**src/rtl/core/hds_pkg.sv**
```systemverilog
// shared types and constants of the heat diffusion stencil block
// no dependencies
package hds_pkg;

  localparam int MaxCols  = 32;
  localparam int ColW     = $clog2(MaxCols);      // column counter
  localparam int ColsW    = ColW + 1;             // column count, holds MaxCols
  localparam int RowW     = 10;                   // row counter
  localparam int RowsW    = 11;                   // row count register
  localparam int StoreAw  = $clog2(2 * MaxCols);  // two line stores
  localparam int CoeffW   = 23;
  localparam int TempW    = 32;
  localparam int SumW     = TempW + 3;
  localparam int ProdW    = SumW + CoeffW + 1;
  localparam int FracW    = 24;
  localparam int PaddrW   = 4;
  localparam int PdataW   = 32;

  localparam logic [RowsW-1:0] RowsMin = RowsW'(3);
  localparam logic [RowsW-1:0] RowsMax = RowsW'(1024);
  localparam logic [ColsW-1:0] ColsMin = ColsW'(3);
  localparam logic [ColsW-1:0] ColsMax = ColsW'(MaxCols);

  localparam logic [CoeffW-1:0] CoeffReset = CoeffW'(1678);
  localparam logic [RowsW-1:0]  RowsReset  = RowsW'(32);
  localparam logic [ColsW-1:0]  ColsReset  = ColsW'(32);

  typedef enum logic [1:0] {
    RegCoeff = 2'd0,
    RegRows  = 2'd1,
    RegCols  = 2'd2
  } reg_idx_e;

  typedef enum logic [3:0] {
    S_IDLE,
    S_READ,
    S_RIGHT,
    S_SUM,
    S_MUL,
    S_RES,
    S_OUT,
    S_WRITE,
    S_FRD,
    S_FLD,
    S_FOUT
  } state_e;

  typedef struct packed {
    logic [CoeffW-1:0] coeff;
    logic [RowsW-1:0]  rows;
    logic [ColsW-1:0]  cols;
    logic              geom_wr;
  } cfg_t;

  typedef struct packed {
    logic cap_in;
    logic rd_ctr;
    logic rd_right;
    logic calc_sum;
    logic calc_mul;
    logic load_res;
    logic wr_store;
    logic advance;
    logic flush_rd;
    logic load_flush;
    logic flush_inc;
  } ctrl_cmd_t;

  typedef struct packed {
    logic has_out;
    logic frame_end;
    logic flush_last;
  } dp_status_t;

endpackage

```
**src/rtl/core/hds_regs.sv**
```systemverilog
// apb register file: diffusion coefficient and grid geometry
// depends on hds_pkg
module hds_regs (
  input  logic                       clk_i,
  input  logic                       rst_ni,
  input  logic                       psel,
  input  logic                       penable,
  input  logic                       pwrite,
  input  logic [hds_pkg::PaddrW-1:0] paddr,
  input  logic [hds_pkg::PdataW-1:0] pwdata,
  output logic [hds_pkg::PdataW-1:0] prdata,
  output logic                       pready,
  output hds_pkg::cfg_t              cfg_o
);
  import hds_pkg::*;

  logic [CoeffW-1:0] coeff_q, coeff_d;
  logic [RowsW-1:0]  rows_q, rows_d;
  logic [ColsW-1:0]  cols_q, cols_d;
  logic              wr_en;
  reg_idx_e          idx;
  logic              geom_wr;

  assign pready = 1'b1;
  assign wr_en  = psel & penable & pwrite;
  assign idx    = reg_idx_e'(paddr[3:2]);

  always_comb begin
    coeff_d = coeff_q;
    rows_d  = rows_q;
    cols_d  = cols_q;
    geom_wr = 1'b0;
    if (wr_en) begin
      unique case (idx)
        RegCoeff: coeff_d = pwdata[CoeffW-1:0];
        RegRows: begin
          rows_d  = pwdata[RowsW-1:0];
          geom_wr = 1'b1;
        end
        RegCols: begin
          cols_d  = pwdata[ColsW-1:0];
          geom_wr = 1'b1;
        end
        default: ;
      endcase
    end
  end

  always_ff @(posedge clk_i or negedge rst_ni) begin
    if (!rst_ni) begin
      coeff_q <= CoeffReset;
      rows_q  <= RowsReset;
      cols_q  <= ColsReset;
    end else begin
      coeff_q <= coeff_d;
      rows_q  <= rows_d;
      cols_q  <= cols_d;
    end
  end

  always_comb begin
    unique case (idx)
      RegCoeff: prdata = PdataW'(coeff_q);
      RegRows:  prdata = PdataW'(rows_q);
      RegCols:  prdata = PdataW'(cols_q);
      default:  prdata = '0;
    endcase
  end

  assign cfg_o = '{coeff: coeff_q, rows: rows_q, cols: cols_q, geom_wr: geom_wr};

endmodule

```
**config.mk**
```make
export PLATFORM = sky130hd
export DESIGN_NAME = hds_regs
export DESIGN_NICKNAME = d
export VERILOG_FILES = /design/src/rtl/core/hds_pkg.sv /design/src/rtl/core/hds_regs.sv
export SDC_FILE = /design/constraint.sdc
export NUM_CORES = 1
export LEC_CHECK = 0
export ABC_AREA = 1
export BUFFER_PORTS_ARGS = -buffer_cell sky130_fd_sc_hd__buf_2
export CORE_ASPECT_RATIO = 1.4
export CORE_MARGIN = 2
export CORE_UTILIZATION = 46
export CTS_BUF_LIST = sky130_fd_sc_hd__clkbuf_4 sky130_fd_sc_hd__clkbuf_8
export DETAILED_ROUTE_END_ITERATION = 8
export MAX_ROUTING_LAYER = met4
export PLACE_DENSITY = 0.82
export SLEW_MARGIN = 20
export SYNTH_ARGS = -nofsm -noshare
export SYNTH_HDL_FRONTEND = slang
export SYNTH_SLANG_ARGS = --single-unit
```
**constraint.sdc**
```tcl
create_clock -name clk_i -period 1.43 [get_ports clk_i]
set_input_delay 0.286 -clock clk_i [delete_from_list [all_inputs] [get_ports clk_i]]
set_output_delay 0.286 -clock clk_i [all_outputs]
set_load 0.03 [all_outputs]
```
==> results.json, run 1 <==
{
  "tritoncts.num_buffers": 5,
  "detailedRoute.firstPassIterationCount": 4,
  "synth-main-ff-cell": "sky130_fd_sc_hd__dfrtp_1",
  "cts_h_tree_lvls": 2,
  "num-nets-final": 448,
  "crit_chain": "nand2_1, nand3_1, nand2_1, inv_2, buf_6",
  "die_width_um": 61.4,
  "synth.cell_area_um2": 2120,
  "buffer_ports.inserted": 93,
  "postLayoutCellArea_um2": 3360,
  "postRouteAntennaNets": 0,
  "clk_latency_ns": 0.29,
  "cts_buffer_depth": 2,
  "timing.critical_path.to_type": "primary output",
  "share_of_the_cycle_needed_by_the_critical_path_after_routing_pct": 105,
  "ys_seq_area_share_pct": 47.7,
  "antennaDiodeCount": 0,
  "global_route.overflow_total": 0,
  "synth.distinct_cells": 15,
  "design.die.area_um2": 5170,
  "synth.cells.most_frequent": "127 x sky130_fd_sc_hd__nand2_1, 46 x sky130_fd_sc_hd__nand3_1, 32 x sky130_fd_sc_hd__dfrtp_1",
  "yosys-top-cells-area": "sky130_fd_sc_hd__dfrtp_1 38%, sky130_fd_sc_hd__nand2_1 23%, sky130_fd_sc_hd__nand3_1 11%",
  "ir_drop_uv": 1100,
  "areaGrowthSynthToFinish_pct": 58.8,
  "number_of_vias_after_detailed_routing": 2280,
  "cts_tree": "built",
  "required_worst_endpoint_ns": 1.14,
  "grt_setup_unrepaired": "true",
  "clk_transition_reported_paths_ns": 0.08,
  "tritoncts_num_sinks": 40,
  "arrival_ns": 1.22,
  "wl_per_cell_um": 14.4,
  "drt-initial-drc-count": 120,
  "critPathSlowestCell": "sky130_fd_sc_hd__dfstp_2",
  "critical_path.max_stage_delay_ns": 0.54,
  "synth_area_per_cell_um2": 7.62,
  "route.final.wire_length_um": 6700,
  "fin_total_pwr_mw": 4.08,
  "via_per_inst": 4.90,
  "max_clock_freq_mhz": 664,
  "synth_cells": 278,
  "detailed_placement_wirelength_estimate_um": 4060,
  "vias_in_the_first_global_route": 2040,
  "violations": "setup timing",
  "critPathKind": "reg -> out",
  "crit_path_max_fanout": 2,
  "total_routing_usage_gr_pct": 24.7,
  "tightest_hold_margin_ns": 0.219,
  "timing.clock.skew_ns": 0,
  "place.gp.congestion": 0.859,
  "synth_most_common_cell": "sky130_fd_sc_hd__nand2_1",
  "ys_async_sr_fraction_pct": 100,
  "power.leakage_nw": 1.97,
  "floorplan.initialDensity_pct": 47.1,
  "run_status": "complete, but fails checks",
  "synth.top_cell.area_share_pct": 37.8,
  "final.setup.worst_slack_ns": -0.0753,
  "row_count": 29,
  "worst_setup_path_start_kind": "register",
  "path_common_cell": "sky130_fd_sc_hd__nand2_1",
  "antenna_found_initial": 0,
  "report.final.slew_viol_count": 0,
  "finalHoldViolations": 0,
  "drive_above_1_share_pct": 46.7,
  "hold_class": "in -> reg",
  "setup_viol": 7,
  "global_route_wire_length_before_repair_um": 9360,
  "synth-edff-count": 0,
  "die_y_um": 84.3,
  "powerDensity_nw_per_um2": 1210,
  "top_level_ports": 115,
  "ctsRootBufferMaster": "sky130_fd_sc_hd__clkbuf_8",
  "maximum_number_of_pins_on_one_net_before_global_route_repair": 27,
  "synth.yosys.warnings": 0,
  "placeableCoreArea_um2": 4500,
  "flop_and_latch_count_out_of_synthesis": 40,
  "shortest_clock_period_the_worst_path_allows_after_layout_ns": 1.51,
  "placement_cell_area_um2": 2780,
  "drc": 0,
  "biggest_area_consumer_among_synthesized_cells": "sky130_fd_sc_hd__dfrtp_1",
  "maxCapViolations": 0
}
## cells by family (layout without fill, tap and decap cells)
| logic type | Yosys count | count (layout) | synth area share, % |
|---|---|---|---|
| compound gates | 5 | 5 | 1.18 |
| buf+inv | 48 | 165 | 12.6 |
| fa+ha+maj | 5 | 5 | 2.95 |
| other cells | 2 | 10 | 0.355 |
| simple gates | 178 | 178 | 35.1 |
| flops | 40 | 40 | 47.7 |
## sequential cells by signal, indices dropped and copies added (netlist names)
register / flops
rows_q: 11
cols_q: 6
coeff_q: 23
## area by class of cell
type                       count  area [um^2]
multi-input combinational    198         1060
fill                         342         1140
clock inverter                 1         5.00
sequential                    40         1010
timing repair buffer         135         1020
inverter                      22          105
tap                           62         77.6
clock buffer                   7         83.8
## per-stage QoR
step / util (%) / setup TNS, ns / setup slack [ns] / cells
2_1_floorplan: - / 0 / 0.0112 / 286
3_3_place_gp: 61.7 / -3.94 / -0.180 / 438
3_5_place_dp: 61.7 / -6.29 / -0.222 / 438
4_1_cts: 68.4 / -0.493 / -0.0569 / 455
5_1_grt: 74.7 / -0.743 / -0.112 / 465
6_report: 74.7 / -0.329 / -0.0753 / 465
## path summary, 6_finish.rpt
kind	from	end	slack [ns]	cells after the start
worst min register to register	coeff_q[11]	coeff_q[11]	0.49	2
worst max-delay path	coeff_q[2]	prdata[2]	-0.08	5
max in group asynchronous	rst_ni	coeff_q[2]	0.43	3
worst max register to register	coeff_q[9]	coeff_q[9]	0.59	3
worst min-delay path	pwdata[7]	coeff_q[7]	0.22	3
min in group asynchronous	rst_ni	coeff_q[6]	0.44	2
## layout by cell type, fill, tap and decap left out, types with 4 or more instances in the layout
| cell type | n |
|---|---|
| sky130_fd_sc_hd__dfrtp_1 | 32 |
| sky130_fd_sc_hd__nand3_2 | 5 |
| sky130_fd_sc_hd__buf_2 | 63 |
| sky130_fd_sc_hd__clkbuf_4 | 9 |
| sky130_fd_sc_hd__buf_4 | 39 |
| sky130_fd_sc_hd__ha_4 | 4 |
| sky130_fd_sc_hd__nand2_2 | 14 |
| sky130_fd_sc_hd__inv_1 | 17 |
| sky130_fd_sc_hd__conb_1 | 10 |
| sky130_fd_sc_hd__nand3_1 | 41 |
| sky130_fd_sc_hd__dfstp_2 | 8 |
| sky130_fd_sc_hd__clkbuf_8 | 5 |
| sky130_fd_sc_hd__buf_6 | 17 |
| sky130_fd_sc_hd__a21oi_4 | 5 |
| sky130_fd_sc_hd__nand2_1 | 110 |
## worst max-delay path, delay by kind of cell, from the launching register on
family / cells / cell delay (ns)
buffers and inverters: 2 / 0.18
DFF: 1 / 0.54
and+or+nand+nor: 3 / 0.22
## report_power, final
part	internal [mW]	switching, mW
registers	1.40	0.194
clock network	0.381	0.380
logic	0.611	1.12
total	2.39	1.69
## metal layers
layer  routed length [um]  share of wire (%)  GRT usage [%]  up-vias
li1                     -                  -              -     1088
met1                 2490                 37           29.6     1075
met2                 3640                 54           39.1      101
met3                  390                5.8           4.47       16
met4                  172                2.6           12.0        0
met5                    0                  0              -        -
## repair_timing
item                                    CTS  global route
cloned                                    0             2
buffers inserted                          8             9
gates resized for setup                  45            67
hold buffers                              1             0
endpoints found under the setup margin   24            30
hold endpoints to repair                 14             0
pin swaps                                 4            12
(Power assumes the default switching activity.)
==> inputs of run 2 (changes only) <==
CORE_UTILIZATION = 50   (was 46)
PLACE_DENSITY = 0.88   (was 0.82)
clock period = 1.9 ns   (was 1.43 ns; I/O delays follow)
==> results.json, run 2 (same netlist as run 1, synthesis figures left out) <==
{
  "run_status": "finished clean",
  "clk_transition_reported_paths_ns": 0.08,
  "final-instance-count-excl-fill": 419,
  "design.die.area_um2": 4780,
  "cts_buffer_depth": 2,
  "wl_per_cell_um": 12.8,
  "vias_in_the_first_global_route": 1868,
  "timing.critical_path.from": "paddr[2]",
  "die_width_um": 59.0,
  "cts_h_tree_lvls": 2,
  "tritoncts.num_buffers": 5,
  "drc": 0,
  "timing.clock.skew_ns": 0,
  "number_of_vias_after_detailed_routing": 2093,
  "tritoncts_num_sinks": 40,
  "floorplan.initialDensity_pct": 51.2,
  "setup_viol": 0,
  "antennaDiodeCount": 0,
  "die_y_um": 81.0,
  "dpl_worst_slack_ns": 0.0226,
  "timing.reg2reg.setup_slack_ns": 1.18,
  "postcts_setup_bufs": 0,
  "route.final.wire_length_um": 5360,
  "grt_setup_unrepaired": "false",
  "powerDensity_nw_per_um2": 1040,
  "share_of_the_cycle_needed_by_the_critical_path_after_routing_pct": 93.5,
  "row_count": 28,
  "worstRegToRegCells": 2,
  "top_register": "coeff_q",
  "global_route.overflow_total": 0,
  "fin_total_pwr_mw": 2.88,
  "fillers": 362,
  "antenna_found_initial": 0,
  "top_level_ports": 115,
  "areaGrowthSynthToFinish_pct": 30.1,
  "timing.critical_path.to_type": "primary output",
  "finalHoldViolations": 0,
  "ir_drop_uv": 576,
  "final.setup.worst_slack_ns": 0.124,
  "worst_setup_path_start_kind": "input pin",
  "drive_above_1_share_pct": 34.2,
  "drt-initial-drc-count": 129,
  "place.gp.congestion": 0.778,
  "layout_common_cells": "127 x sky130_fd_sc_hd__nand2_1, 93 x sky130_fd_sc_hd__buf_2, 46 x sky130_fd_sc_hd__nand3_1, 32 x sky130_fd_sc_hd__dfrtp_1, 20 x sky130_fd_sc_hd__inv_1",
  "critPathKind": "in -> out",
  "shortest_clock_period_the_worst_path_allows_after_layout_ns": 1.78,
  "detailedRoute.firstPassIterationCount": 6,
  "destination_of_the_critical_timing_path": "prdata[1]",
  "placeableCoreArea_um2": 4130,
  "flip_flop_count_of_the_largest_register_all_copies_and_words_added": 23,
  "maximum_number_of_pins_on_one_net_before_global_route_repair": 41,
  "total_routing_usage_gr_pct": 23.8,
  "global_route_wire_length_before_repair_um": 8410,
  "clk_latency_ns": 0.29,
  "final_common_cell": "sky130_fd_sc_hd__nand2_1",
  "final_core_util_pct": 66.7,
  "arrival_ns": 1.40,
  "ctsRootBufferMaster": "sky130_fd_sc_hd__clkbuf_8",
  "regToRegStartpoint": "cols_q[5]",
  "via_per_inst": 5.00,
  "setup_total_negative_slack_ns": 0,
  "detailed_placement_wirelength_estimate_um": 3710,
  "placed_instances": 410,
  "max_clock_freq_mhz": 563,
  "reg_top3": "coeff_q x23, rows_q x11, cols_q x6",
  "buffer_ports.inserted": 93,
  "report.final.slew_viol_count": 0,
  "postRouteAntennaNets": 0,
  "required_worst_endpoint_ns": 1.52,
  "crit_path_max_fanout": 18,
  "num-nets-final": 419,
  "worst_flop_to_flop_path_endpoint": "cols_q[5]",
  "maxCapViolations": 0,
  "power.leakage_nw": 1.72,
  "cts_tree": "built",
  "hold_class": "in -> async"
}
## run 2: cell count changes in the layout (fill, tap and decap cells not counted), moves of 5 or more
| cell | delta |
|---|---|
| sky130_fd_sc_hd__clkbuf_4 | -8 |
| sky130_fd_sc_hd__nand2_2 | -14 |
| sky130_fd_sc_hd__nand3_1 | +5 |
| sky130_fd_sc_hd__nand2_1 | +17 |
| sky130_fd_sc_hd__nand3_2 | -5 |
| sky130_fd_sc_hd__buf_4 | -29 |
| sky130_fd_sc_hd__buf_6 | -17 |
| sky130_fd_sc_hd__a21oi_4 | -5 |
| sky130_fd_sc_hd__buf_2 | +30 |
| sky130_fd_sc_hd__a21oi_1 | +5 |
## run 2: per-stage QoR
step | hold WS [ns] | cell area, um^2
after floorplan | 0.0844 | 2150
after global placement | 0.456 | 2600
after detailed placement | 0.460 | 2600
after CTS | 0.140 | 2710
after global routing | 0.178 | 2760
final | 0.129 | 2760
## run 2: final cells by class
cell class	count	area (um^2)	area share, %
Sequential cell	40	1010	36.7
Multi-Input combinational cell	198	897	32.5
Timing Repair Buffer	106	606	22.0
Tap cell	45	56.3	2.04
Inverter	22	82.6	3.00
Clock buffer	8	104	3.77
## run 2: worst min path at each step
stage	to	start	slack, ns
after CTS	coeff_q[4]	rst_ni	0.14
after global placement	coeff_q[21]	rst_ni	0.46
after global routing	rows_q[4]	rst_ni	0.18
after floorplan	coeff_q[0]	rst_ni	0.08
after detailed placement	coeff_q[22]	rst_ni	0.46
final	cols_q[2]	rst_ni	0.13
## run 2: timing repair
item	in CTS	in global routing
setup endpoints to repair	0	8
hold buffers	0	0
gates resized for setup	0	6
## run 2: power breakdown
| part | switching (mW) | internal, mW |
|---|---|---|
| Combinational | 0.766 | 0.299 |
| Clock | 0.284 | 0.346 |
| Sequential | 0.130 | 1.05 |
## run 2: critical path, stage by stage
cell	delay, ns
sky130_fd_sc_hd__buf_2	0.13
sky130_fd_sc_hd__inv_2	0.10
sky130_fd_sc_hd__ha_4	0.18
sky130_fd_sc_hd__buf_12	0.15
sky130_fd_sc_hd__nand2_1	0.06
sky130_fd_sc_hd__nand3_1	0.09
sky130_fd_sc_hd__nand2_1	0.06
sky130_fd_sc_hd__inv_1	0.05
sky130_fd_sc_hd__buf_2	0.19
## run 2: layer usage
metal	vias to the layer above	GRT usage, %	wire, um
met5	-	-	0
met4	0	10.5	86
met3	6	5.73	332
met2	83	38.7	2680
met1	978	27.9	2270
li1	1026	-	-
