## src/rtl/core/hds_pkg.sv

```systemverilog
// shared types and constants of the heat diffusion stencil block
// no dependencies
package hds_pkg;

  localparam int MaxCols  = 32;
  localparam int ColW     = $clog2(MaxCols);      // column counter
  localparam int ColsW    = ColW + 1;             // column count, holds MaxCols
  localparam int RowW     = 10;                   // row counter
  localparam int RowsW    = 11;                   // row count register
  localparam int StoreAw  = $clog2(2 * MaxCols);  // two line stores
  localparam int CoeffW   = 23;
  localparam int TempW    = 32;
  localparam int SumW     = TempW + 3;
  localparam int ProdW    = SumW + CoeffW + 1;
  localparam int FracW    = 24;
  localparam int PaddrW   = 4;
  localparam int PdataW   = 32;

  localparam logic [RowsW-1:0] RowsMin = RowsW'(3);
  localparam logic [RowsW-1:0] RowsMax = RowsW'(1024);
  localparam logic [ColsW-1:0] ColsMin = ColsW'(3);
  localparam logic [ColsW-1:0] ColsMax = ColsW'(MaxCols);

  localparam logic [CoeffW-1:0] CoeffReset = CoeffW'(1678);
  localparam logic [RowsW-1:0]  RowsReset  = RowsW'(32);
  localparam logic [ColsW-1:0]  ColsReset  = ColsW'(32);

  typedef enum logic [1:0] {
    RegCoeff = 2'd0,
    RegRows  = 2'd1,
    RegCols  = 2'd2
  } reg_idx_e;

  typedef enum logic [3:0] {
    S_IDLE,
    S_READ,
    S_RIGHT,
    S_SUM,
    S_MUL,
    S_RES,
    S_OUT,
    S_WRITE,
    S_FRD,
    S_FLD,
    S_FOUT
  } state_e;

  typedef struct packed {
    logic [CoeffW-1:0] coeff;
    logic [RowsW-1:0]  rows;
    logic [ColsW-1:0]  cols;
    logic              geom_wr;
  } cfg_t;

  typedef struct packed {
    logic cap_in;
    logic rd_ctr;
    logic rd_right;
    logic calc_sum;
    logic calc_mul;
    logic load_res;
    logic wr_store;
    logic advance;
    logic flush_rd;
    logic load_flush;
    logic flush_inc;
  } ctrl_cmd_t;

  typedef struct packed {
    logic has_out;
    logic frame_end;
    logic flush_last;
  } dp_status_t;

endpackage

```

## src/rtl/core/hds_ctrl.sv

```systemverilog
// sequencer of the stencil: steps requests through read, compute, output, write
// first-row requests only write, the frame end flushes; depends on hds_pkg
module hds_ctrl (
  input  logic                clk_i,
  input  logic                rst_ni,
  input  logic                cell_valid_i,
  output logic                cell_ready_o,
  output logic                res_valid_o,
  input  logic                res_ready_i,
  input  hds_pkg::dp_status_t status_i,
  output hds_pkg::ctrl_cmd_t  cmd_o
);
  import hds_pkg::*;

  state_e state_q, state_d;

  always_ff @(posedge clk_i or negedge rst_ni) begin
    if (!rst_ni) begin
      state_q <= S_IDLE;
    end else begin
      state_q <= state_d;
    end
  end

  always_comb begin
    state_d = state_q;
    unique case (state_q)
      S_IDLE: begin
        if (cell_valid_i) begin
          state_d = status_i.has_out ? S_READ : S_WRITE;
        end
      end
      S_READ:  state_d = S_RIGHT;
      S_RIGHT: state_d = S_SUM;
      S_SUM:   state_d = S_MUL;
      S_MUL:   state_d = S_RES;
      S_RES:   state_d = S_OUT;
      S_OUT: begin
        if (res_ready_i) state_d = S_WRITE;
      end
      S_WRITE: state_d = status_i.frame_end ? S_FRD : S_IDLE;
      S_FRD:   state_d = S_FLD;
      S_FLD:   state_d = S_FOUT;
      S_FOUT: begin
        if (res_ready_i) begin
          state_d = status_i.flush_last ? S_IDLE : S_FRD;
        end
      end
      default: state_d = S_IDLE;
    endcase
  end

  always_comb begin
    cmd_o        = '0;
    cell_ready_o = 1'b0;
    res_valid_o  = 1'b0;
    unique case (state_q)
      S_IDLE: begin
        cell_ready_o = 1'b1;
        cmd_o.cap_in = cell_valid_i;
      end
      S_READ:  cmd_o.rd_ctr   = 1'b1;
      S_RIGHT: cmd_o.rd_right = 1'b1;
      S_SUM:   cmd_o.calc_sum = 1'b1;
      S_MUL:   cmd_o.calc_mul = 1'b1;
      S_RES:   cmd_o.load_res = 1'b1;
      S_OUT:   res_valid_o    = 1'b1;
      S_WRITE: begin
        cmd_o.wr_store = 1'b1;
        // at frame end the counters move only once the last row is flushed
        cmd_o.advance  = !status_i.frame_end;
      end
      S_FRD: cmd_o.flush_rd   = 1'b1;
      S_FLD: cmd_o.load_flush = 1'b1;
      S_FOUT: begin
        res_valid_o     = 1'b1;
        cmd_o.flush_inc = res_ready_i & !status_i.flush_last;
        cmd_o.advance   = res_ready_i & status_i.flush_last;
      end
      default: ;
    endcase
  end

endmodule

```

## config.mk

```make
export PLATFORM = sky130hd
export DESIGN_NAME = hds_ctrl
export DESIGN_NICKNAME = d
export VERILOG_FILES = /design/src/rtl/core/hds_pkg.sv /design/src/rtl/core/hds_ctrl.sv
export SDC_FILE = /design/constraint.sdc
export NUM_CORES = 1
export LEC_CHECK = 0
export BUFFER_PORTS_ARGS = -buffer_cell sky130_fd_sc_hd__buf_2
export CORE_MARGIN = 5
export CORE_UTILIZATION = 30
export CTS_BUF_LIST = sky130_fd_sc_hd__clkbuf_4 sky130_fd_sc_hd__clkbuf_8
export DETAILED_ROUTE_END_ITERATION = 10
export SETUP_SLACK_MARGIN = 0.02
export SLEW_MARGIN = 40
export SYNTH_ARGS = -nofsm -noshare
export SYNTH_HDL_FRONTEND = slang
export SYNTH_SLANG_ARGS = --single-unit
```

## constraint.sdc

```tcl
create_clock -name clk_i -period 3.6 [get_ports clk_i]
set_clock_uncertainty 0.15 [all_clocks]
set_input_delay 0.72 -clock clk_i [delete_from_list [all_inputs] [get_ports clk_i]]
set_output_delay 0.72 -clock clk_i [all_outputs]
set_load 0.05 [all_outputs]
```

==> flow_metrics.env, run 1 <==
export IMPL_layout_cells_non_filler=89
export IMPL_grt_max_degree=16
export IMPL_worstMarginPinSlew_ps=481
export IMPL_clkTransAtPathRegs_ps=40
export IMPL_slew_viol_final=0
export IMPL_wl_um=1120
export IMPL_post_cts_resized=0
export IMPL_setup_viol=0
export IMPL_largest_register_ffs=4
export IMPL_wl_per_cell_um=12.6
export IMPL_nFillCells=158
export IMPL_relSlewSlack=0.679
export IMPL_start_util=0.322
export IMPL_peakVddDrop_v=0.000357
export IMPL_coreArea_mm2=0.00133
export IMPL_worstPathRequired_ps=2730
export IMPL_arrival_ps=1670
export IMPL_postRouteAntennaNets=0
export IMPL_h_tree_depth=1
export IMPL_globalRouteOverflowTotal=0
export IMPL_post_route_period_util=0.706
export IMPL_vias_per_cell=5.22
export IMPL_syn_area_um2=429
export IMPL_clk_latency_ps=240
export IMPL_tns_ps=0
export IMPL_synth_cells=55
export IMPL_nets=83
export IMPL_dieArea_mm2=0.00229
export IMPL_yosys_register_bits=4
export IMPL_maxCapViolCount=0
export IMPL_num_antenna_cells=0
export IMPL_pwr_density_cell_mw_per_mm2=1140
export IMPL_cts_sinks=4
export IMPL_num_io_pins=20
export IMPL_grt_pass1_wl_um=1720
export IMPL_drt_iter0_markers=11
export IMPL_placement_rows=13
export IMPL_status="finished, final reports clean"
export IMPL_antenna_found_initial=0
export IMPL_numPortBuffers=19
export IMPL_cts_setup_buffers=0
export IMPL_cts_hold_buf=0
export IMPL_fp_dieH_um=47.8
export IMPL_grt_pass1_vias=408
export IMPL_hold_violations=0
export IMPL_yosysUniqueCellTypes=29
export IMPL_largest_register="state_q"
export IMPL_grt_setup_unrepaired="false"
export IMPL_cts_root_buf="clkbuf_4"
export IMPL_reg_top3="state_q: 4 flops"
export IMPL_clockBufferDepth=2
export IMPL_synth_edf_count=0
export IMPL_clock_fmax_mhz=394
export IMPL_numCtsBuffers=3
export IMPL_ys_seq_area_frac=0.233
export IMPL_dp_cells=86
export IMPL_crit_type="reg -> out"
export IMPL_final_common_cell="buf_2"
export IMPL_first_pass_iters=4
export IMPL_grt_use_total=0.112
export IMPL_area_growth_pct=25.4
export IMPL_layout_drive_gt1_share=0.419
export IMPL_total_leakage_power_nw=0.254
export IMPL_worst_setup_path_start_kind="register"
export IMPL_yosys_warnings=0
export IMPL_layout_min_cycle_time_ps=2540
export IMPL_avgSynthCellArea_um2=7.80
export IMPL_synth_flop_cell="dfrtp_1"
export IMPL_routabilityCongestion=0.751
export IMPL_num_vias=465
export IMPL_cts_tree="yes"
export IMPL_holdWs_ps=127
export IMPL_end_kind="output pin"
export IMPL_drc=0
export IMPL_die_x_um=47.8
export IMPL_hp_class="in -> async"
export IMPL_syn_nets=62
export IMPL_async_flop_share=1.00
export IMPL_path_max_fanout=12
export IMPL_dp_hpwl_um=869
export IMPL_final_cell_mix="buf_2, nor2_1, a21oi_1"
export IMPL_fin_util=0.403
## metal layers
metal / vias up / part of all wire / global-route usage
met5: - / 0 / 0
met4: 0 / 0.026 / 0.0968
met3: 4 / 0.042 / 0.0226
met2: 11 / 0.48 / 0.166
met1: 214 / 0.45 / 0.136
li1: 236 / - / -
## critical path, stage by stage, from the launching register on
cell,delay (ps)
dfrtp_1,510
or2b_4,350
o32ai_1,260
buf_2,310
## synth_stat cells, drive strengths merged (2+ instances only)
library cell | instances | area share
a21oi | 6 | 0.079
or2b | 2 | 0.044
dfrtp | 4 | 0.23
o32ai | 2 | 0.041
buf | 3 | 0.064
nand2b | 3 | 0.044
inv | 2 | 0.017
nor2 | 10 | 0.10
nor3 | 3 | 0.047
o21ai | 4 | 0.047
o22ai | 2 | 0.044
nand2 | 4 | 0.035
## final timing paths
kind,from,to,slack [ps],depth (start not counted)
worst max register to register,state_q[1],state_q[3],1950,4
min in group clk_i,state_q[3],state_q[2],530,1
max in group asynchronous,rst_ni,state_q[3],3050,1
worst max-delay path,state_q[2],cmd_o[3],1060,3
worst min register to register,state_q[3],state_q[2],530,1
worst min-delay path,rst_ni,state_q[1],130,1
## per-stage QoR
stage / power, mW / area [um^2] / worst slack [ps]
2_1_floorplan: 0.499 / 429 / 730
3_3_place_gp: 0.558 / 515 / 1340
3_5_place_dp: 0.561 / 515 / 1330
4_1_cts: 0.621 / 538 / 1070
5_1_grt: 0.665 / 538 / 965
6_report: 0.615 / 538 / 1060
## kinds of logic (layout without fill, tap and decap cells)
| logic type | Yosys count | count (layout) | synth area share |
|---|---|---|---|
| buf+inv | 5 | 24 | 0.0816 |
| compound gates | 17 | 17 | 0.280 |
| flops | 4 | 4 | 0.233 |
| simple gates | 29 | 29 | 0.405 |
## power breakdown
group	internal [mW]	leakage [nW]	switching, mW	total, mW
clock	0.0373	0.0138	0.0195	0.0569
combinational	0.140	0.191	0.278	0.418
sequential	0.0666	0.0491	0.0727	0.139
total	0.244	0.254	0.370	0.615
## final cells by class
cell class | count | area [um^2] | area share
Tap cell | 15 | 18.8 | 0.0349
Multi-Input combinational cell | 46 | 294 | 0.547
Clock buffer | 3 | 22.5 | 0.0419
Timing Repair Buffer | 19 | 95.1 | 0.177
Sequential cell | 4 | 100 | 0.186
Inverter | 2 | 7.51 | 0.0140
Note: power is estimated with default switching activity, not from simulation.
==> run 2, diff against run 1 <==
- clock period: 3.6 -> 2 ns (I/O delays scaled with it)
==> run 2 against run 1 <==
Net effect:
- worst setup slack got worse by 1000 ps
- sequential power grew 27%
- hold slack better by 190 ps
- clock power rose by 70%
- total power up 130%
- critical endpoint unchanged
- largest cell class unchanged
- largest power group unchanged
- highest routed layer unchanged
==> flow_metrics.env, run 2 (synthesis gave the netlist of run 1 again) <==
export IMPL_reg_top3="state_q: 4 flops"
export IMPL_layout_min_cycle_time_ps=1960
export IMPL_num_vias=506
export IMPL_largest_register="state_q"
export IMPL_worstPathRequired_ps=1450
export IMPL_coreArea_mm2=0.00133
export IMPL_drc=0
export IMPL_drt_iter0_markers=10
export IMPL_maxCapViolCount=0
export IMPL_multi_input_area_um2=345
export IMPL_clock_fmax_mhz=511
export IMPL_peakVddDrop_v=0.000916
export IMPL_dp_hpwl_um=929
export IMPL_largest_register_ffs=4
export IMPL_cts_root_buf="clkbuf_4"
export IMPL_area_growth_pct=67.1
export IMPL_design_area_um2=717
export IMPL_first_pass_iters=4
export IMPL_cts_tree="yes"
export IMPL_die_x_um=47.8
export IMPL_fp_dieH_um=47.8
export IMPL_final_common_cell="buf_2"
export IMPL_hp_class="in -> reg"
export IMPL_placement_rows=13
export IMPL_tns_ps=0
export IMPL_routabilityCongestion=0.897
export IMPL_critical_path_slowest_cell="dfrtp_2"
export IMPL_worst_setup_path_start_kind="register"
export IMPL_numPortBuffers=19
export IMPL_power_mw=1.38
export IMPL_wl_per_cell_um=12.7
export IMPL_postRouteAntennaNets=0
export IMPL_h_tree_depth=1
export IMPL_place_area_um2=584
export IMPL_grt_pass1_wl_um=1770
export IMPL_crit_family="flip-flops"
export IMPL_wl_um=1280
export IMPL_num_io_pins=20
export IMPL_post_route_period_util=0.979
export IMPL_grt_use_total=0.112
export IMPL_start_util=0.322
export IMPL_hold_violations=0
export IMPL_final_cell_mix="buf_2, buf_4, nor2_1"
export IMPL_layout_drive_gt1_share=0.616
export IMPL_clk_latency_ps=230
export IMPL_crit_chain="or2b_4 > o32ai_4 > buf_6"
export IMPL_antenna_found_initial=0
export IMPL_clkTransAtPathRegs_ps=40
export IMPL_crit_type="reg -> out"
export IMPL_path_max_fanout=5
export IMPL_grt_max_degree=10
export IMPL_grt_pass1_vias=431
export IMPL_nFillCells=132
export IMPL_clockBufferDepth=2
export IMPL_dieArea_mm2=0.00229
export IMPL_slew_viol_final=0
export IMPL_worstMarginPinSlew_ps=310
export IMPL_cts_sinks=4
export IMPL_register_area_um2=104
export IMPL_num_antenna_cells=0
export IMPL_arrival_ps=1410
export IMPL_globalRouteOverflowTotal=0
export IMPL_nets=95
export IMPL_total_leakage_power_nw=0.321
export IMPL_status="finished, final reports clean"
export IMPL_relSlewSlack=0.791
export IMPL_pwr_density_cell_mw_per_mm2=1930
export IMPL_end_kind="output pin"
export IMPL_numCtsBuffers=3
export IMPL_vias_per_cell=5.01
export IMPL_cpPeakStageDelay_ps=420
export IMPL_critPathBufInv=1
export IMPL_setup_viol=0
export IMPL_grt_setup_unrepaired="true"
[run 2: layout make-up]
cell class | instances | share of cell area
multi-input cells | 46 | 0.482
repair buffers | 31 | 0.305
flip-flops and latches | 4 | 0.145
clock buffers | 3 | 0.0314
well taps | 15 | 0.0262
inverters | 2 | 0.0105
[run 2: worst paths after layout]
path / slack (ps) / endpoint / depth (start not counted) / startpoint
setup / recovery: 40 / cmd_o[3] / 3 / state_q[3]
hold / removal: 320 / state_q[3] / 2 / res_ready_i
setup reg to reg: 350 / state_q[3] / 5 / state_q[1]
hold reg to reg: 490 / state_q[0] / 2 / state_q[0]
max in group asynchronous: 1220 / state_q[0] / 2 / rst_ni
min in group asynchronous: 350 / state_q[3] / 2 / rst_ni
[run 2: metrics by stage]
step / util / setup WS, ps / std cells / hold slack (ps)
2_1_floorplan: - / -134 / 55 / -45.6
3_3_place_gp: 0.438 / 149 / 91 / 55.0
6_report: 0.538 / 42.4 / 101 / 320
4_1_cts: 0.492 / 23.2 / 97 / 294
3_5_place_dp: 0.438 / 140 / 91 / 56.0
5_1_grt: 0.538 / -4.84 / 101 / 317
[run 2: repair_timing]
item                                   CTS  global route
hold buffers                             1             0
setup buffers                            2             4
resized for setup                       10             8
endpoints found under the hold margin    4             0
pin swaps                                0             1
setup endpoints to repair                5             5
gates cloned                             0             0
[run 2: power breakdown]
group / total (mW) / switching (mW) / internal, mW
registers: 0.176 / 0.0484 / 0.127
clock network: 0.0965 / 0.0296 / 0.0669
logic: 1.11 / 0.679 / 0.434
[run 2: layer usage]
metal  routed length, um  track usage  vias up  share of wire
li1                    -            -      258              -
met1                 525        0.148      226           0.41
met2                 629        0.172       20           0.49
met3                 112       0.0150        2          0.087
met4                  17       0.0645        0          0.013
met5                   0            0        -              0
==> run 3, diff against run 2 <==
- MAX_ROUTING_LAYER: default -> met4
==> run 3 against run 2 <==
Net effect:
- final cell count unchanged
- global-route usage up 0.35 points
- via count unchanged
- wire length up 0.16%
- sequential share of layout area unchanged
- flip-flop and latch count unchanged
- hold slack about the same
- maximum frequency about the same
- total power about the same
- clock power about the same
- largest cell class unchanged
- die area unchanged
==> flow_metrics.env, run 3 (synthesis gave the netlist of run 1 again) <==
export IMPL_coreArea_mm2=0.00133
export IMPL_crit_cells=3
export IMPL_peakVddDrop_v=0.000916
export IMPL_wl_per_cell_um=12.7
export IMPL_slew_viol_final=0
export IMPL_hp_class="in -> reg"
export IMPL_critPathBufInv=1
export IMPL_layout_min_cycle_time_ps=1960
export IMPL_routabilityCongestion=0.913
export IMPL_final_cell_mix="buf_2, buf_4, nor2_1"
export IMPL_cts_sinks=4
export IMPL_grt_use_total=0.115
export IMPL_layout_drive_gt1_share=0.616
export IMPL_placement_rows=13
export IMPL_drc=0
export IMPL_holdWs_ps=320
export IMPL_antenna_found_initial=0
export IMPL_numCtsBuffers=3
export IMPL_pwr_density_cell_mw_per_mm2=1930
export IMPL_end_kind="output pin"
export IMPL_postRouteAntennaNets=0
export IMPL_relSlewSlack=0.791
export IMPL_met2_usage=0.172
export IMPL_numPortBuffers=19
export IMPL_clkTransAtPathRegs_ps=40
export IMPL_cts_root_buf="clkbuf_4"
export IMPL_regToRegSetupSlack_ps=350
export IMPL_reg_top3="state_q: 4 flops"
export IMPL_final_common_cell="buf_2"
export IMPL_grt_max_degree=10
export IMPL_total_leakage_power_nw=0.321
export IMPL_num_io_pins=20
export IMPL_critical_path_slowest_cell="dfrtp_2"
export IMPL_post_route_period_util=0.979
export IMPL_design_area_um2=717
export IMPL_crit_end="cmd_o[3]"
export IMPL_place_area_um2=584
export IMPL_vias_per_cell=5.01
export IMPL_dieArea_mm2=0.00229
export IMPL_grt_busiest_layer="met2"
export IMPL_crit_family="flip-flops"
export IMPL_globalRouteOverflowTotal=0
export IMPL_grt_pass1_vias=431
export IMPL_worstPathRequired_ps=1450
export IMPL_grtUsageMet1=0.150
export IMPL_path_max_fanout=5
export IMPL_drt_iter0_markers=10
export IMPL_fin_util=0.538
export IMPL_worst_setup_path_start_kind="register"
export IMPL_clockBufferDepth=2
export IMPL_num_vias=506
export IMPL_worstReg2RegEnd="state_q[3]"
export IMPL_area_growth_pct=67.1
export IMPL_worstReg2RegStart="state_q[1]"
export IMPL_grt_setup_unrepaired="true"
export IMPL_hold_violations=0
export IMPL_wl_um=1290
export IMPL_fp_dieH_um=47.8
export IMPL_grtUsageMet3=0.0113
export IMPL_crit_start="state_q[3]"
export IMPL_status="finished, final reports clean"
export IMPL_largest_register="state_q"
export IMPL_rr_worst_depth=5
export IMPL_setup_viol=0
export IMPL_worstMarginPinSlew_ps=310
export IMPL_cts_tree="yes"
export IMPL_first_pass_iters=4
export IMPL_grt_pass1_wl_um=1770
export IMPL_crit_chain="or2b_4 > o32ai_4 > buf_6"
export IMPL_clk_latency_ps=230
export IMPL_start_util=0.322
export IMPL_largest_register_ffs=4
export IMPL_dp_hpwl_um=929
export IMPL_h_tree_depth=1
export IMPL_crit_type="reg -> out"
export IMPL_nets=95
export IMPL_clock_fmax_mhz=511
export IMPL_maxCapViolCount=0
export IMPL_die_x_um=47.8
export IMPL_num_antenna_cells=0
export IMPL_cpPeakStageDelay_ps=420
export IMPL_arrival_ps=1410
run 3: layout make-up:
| cell class | instances | area [um^2] |
|---|---|---|
| clock buffer | 3 | 22.5 |
| tap | 15 | 18.8 |
| inverter | 2 | 7.51 |
| sequential | 4 | 104 |
| timing repair buffer | 31 | 219 |
| multi-input combinational | 46 | 345 |
| fill | 132 | 617 |
run 3: power breakdown:
part	switching (mW)	internal, mW	leakage [nW]
Clock	0.0296	0.0669	0.0138
Sequential	0.0484	0.127	0.0453
Combinational	0.679	0.434	0.261
Total	0.757	0.628	0.321
run 3: stage by stage:
| stage | worst slack (ps) | setup TNS [ps] | cells | power, mW |
|---|---|---|---|---|
| 2_1_floorplan | -134 | -258 | 55 | 0.943 |
| 3_3_place_gp | 149 | 0 | 91 | 1.14 |
| 3_5_place_dp | 140 | 0 | 91 | 1.13 |
| 4_1_cts | 23.2 | 0 | 97 | 1.30 |
| 5_1_grt | -4.84 | -7.39 | 101 | 1.48 |
| 6_report | 42.4 | 0 | 101 | 1.39 |
run 3: worst reg2reg max path, stage by stage, from the launching register on:
cell     delay, ps
dfrtp_2        440
buf_4          180
nor4_2         360
a21oi_2         70
o22ai_2        190
o32ai_1        130
run 3: metal layers:
layer | vias up | wire length, um
met2 | 20 | 630
li1 | 258 | -
met3 | 2 | 106
met4 | 0 | 17
met5 | - | 0
met1 | 226 | 531
run 3: worst min path at each step:
stage          slack, ps  cells past startpoint    endpoint         from
2_1_floorplan        -50                      0  state_q[0]       rst_ni
3_3_place_gp          50                      1  state_q[3]       rst_ni
3_5_place_dp          60                      1  state_q[0]       rst_ni
4_1_cts              290                      2  state_q[3]  res_ready_i
5_1_grt              320                      2  state_q[3]  res_ready_i
6_report             320                      2  state_q[3]  res_ready_i
run 3: what timing repair did:
item,CTS,global route
endpoints found under the setup margin,5,5
endpoints found under the hold margin,4,0
pin swaps,0,1
gates resized for setup,10,8
setup buffers,2,4
hold buffers,1,0
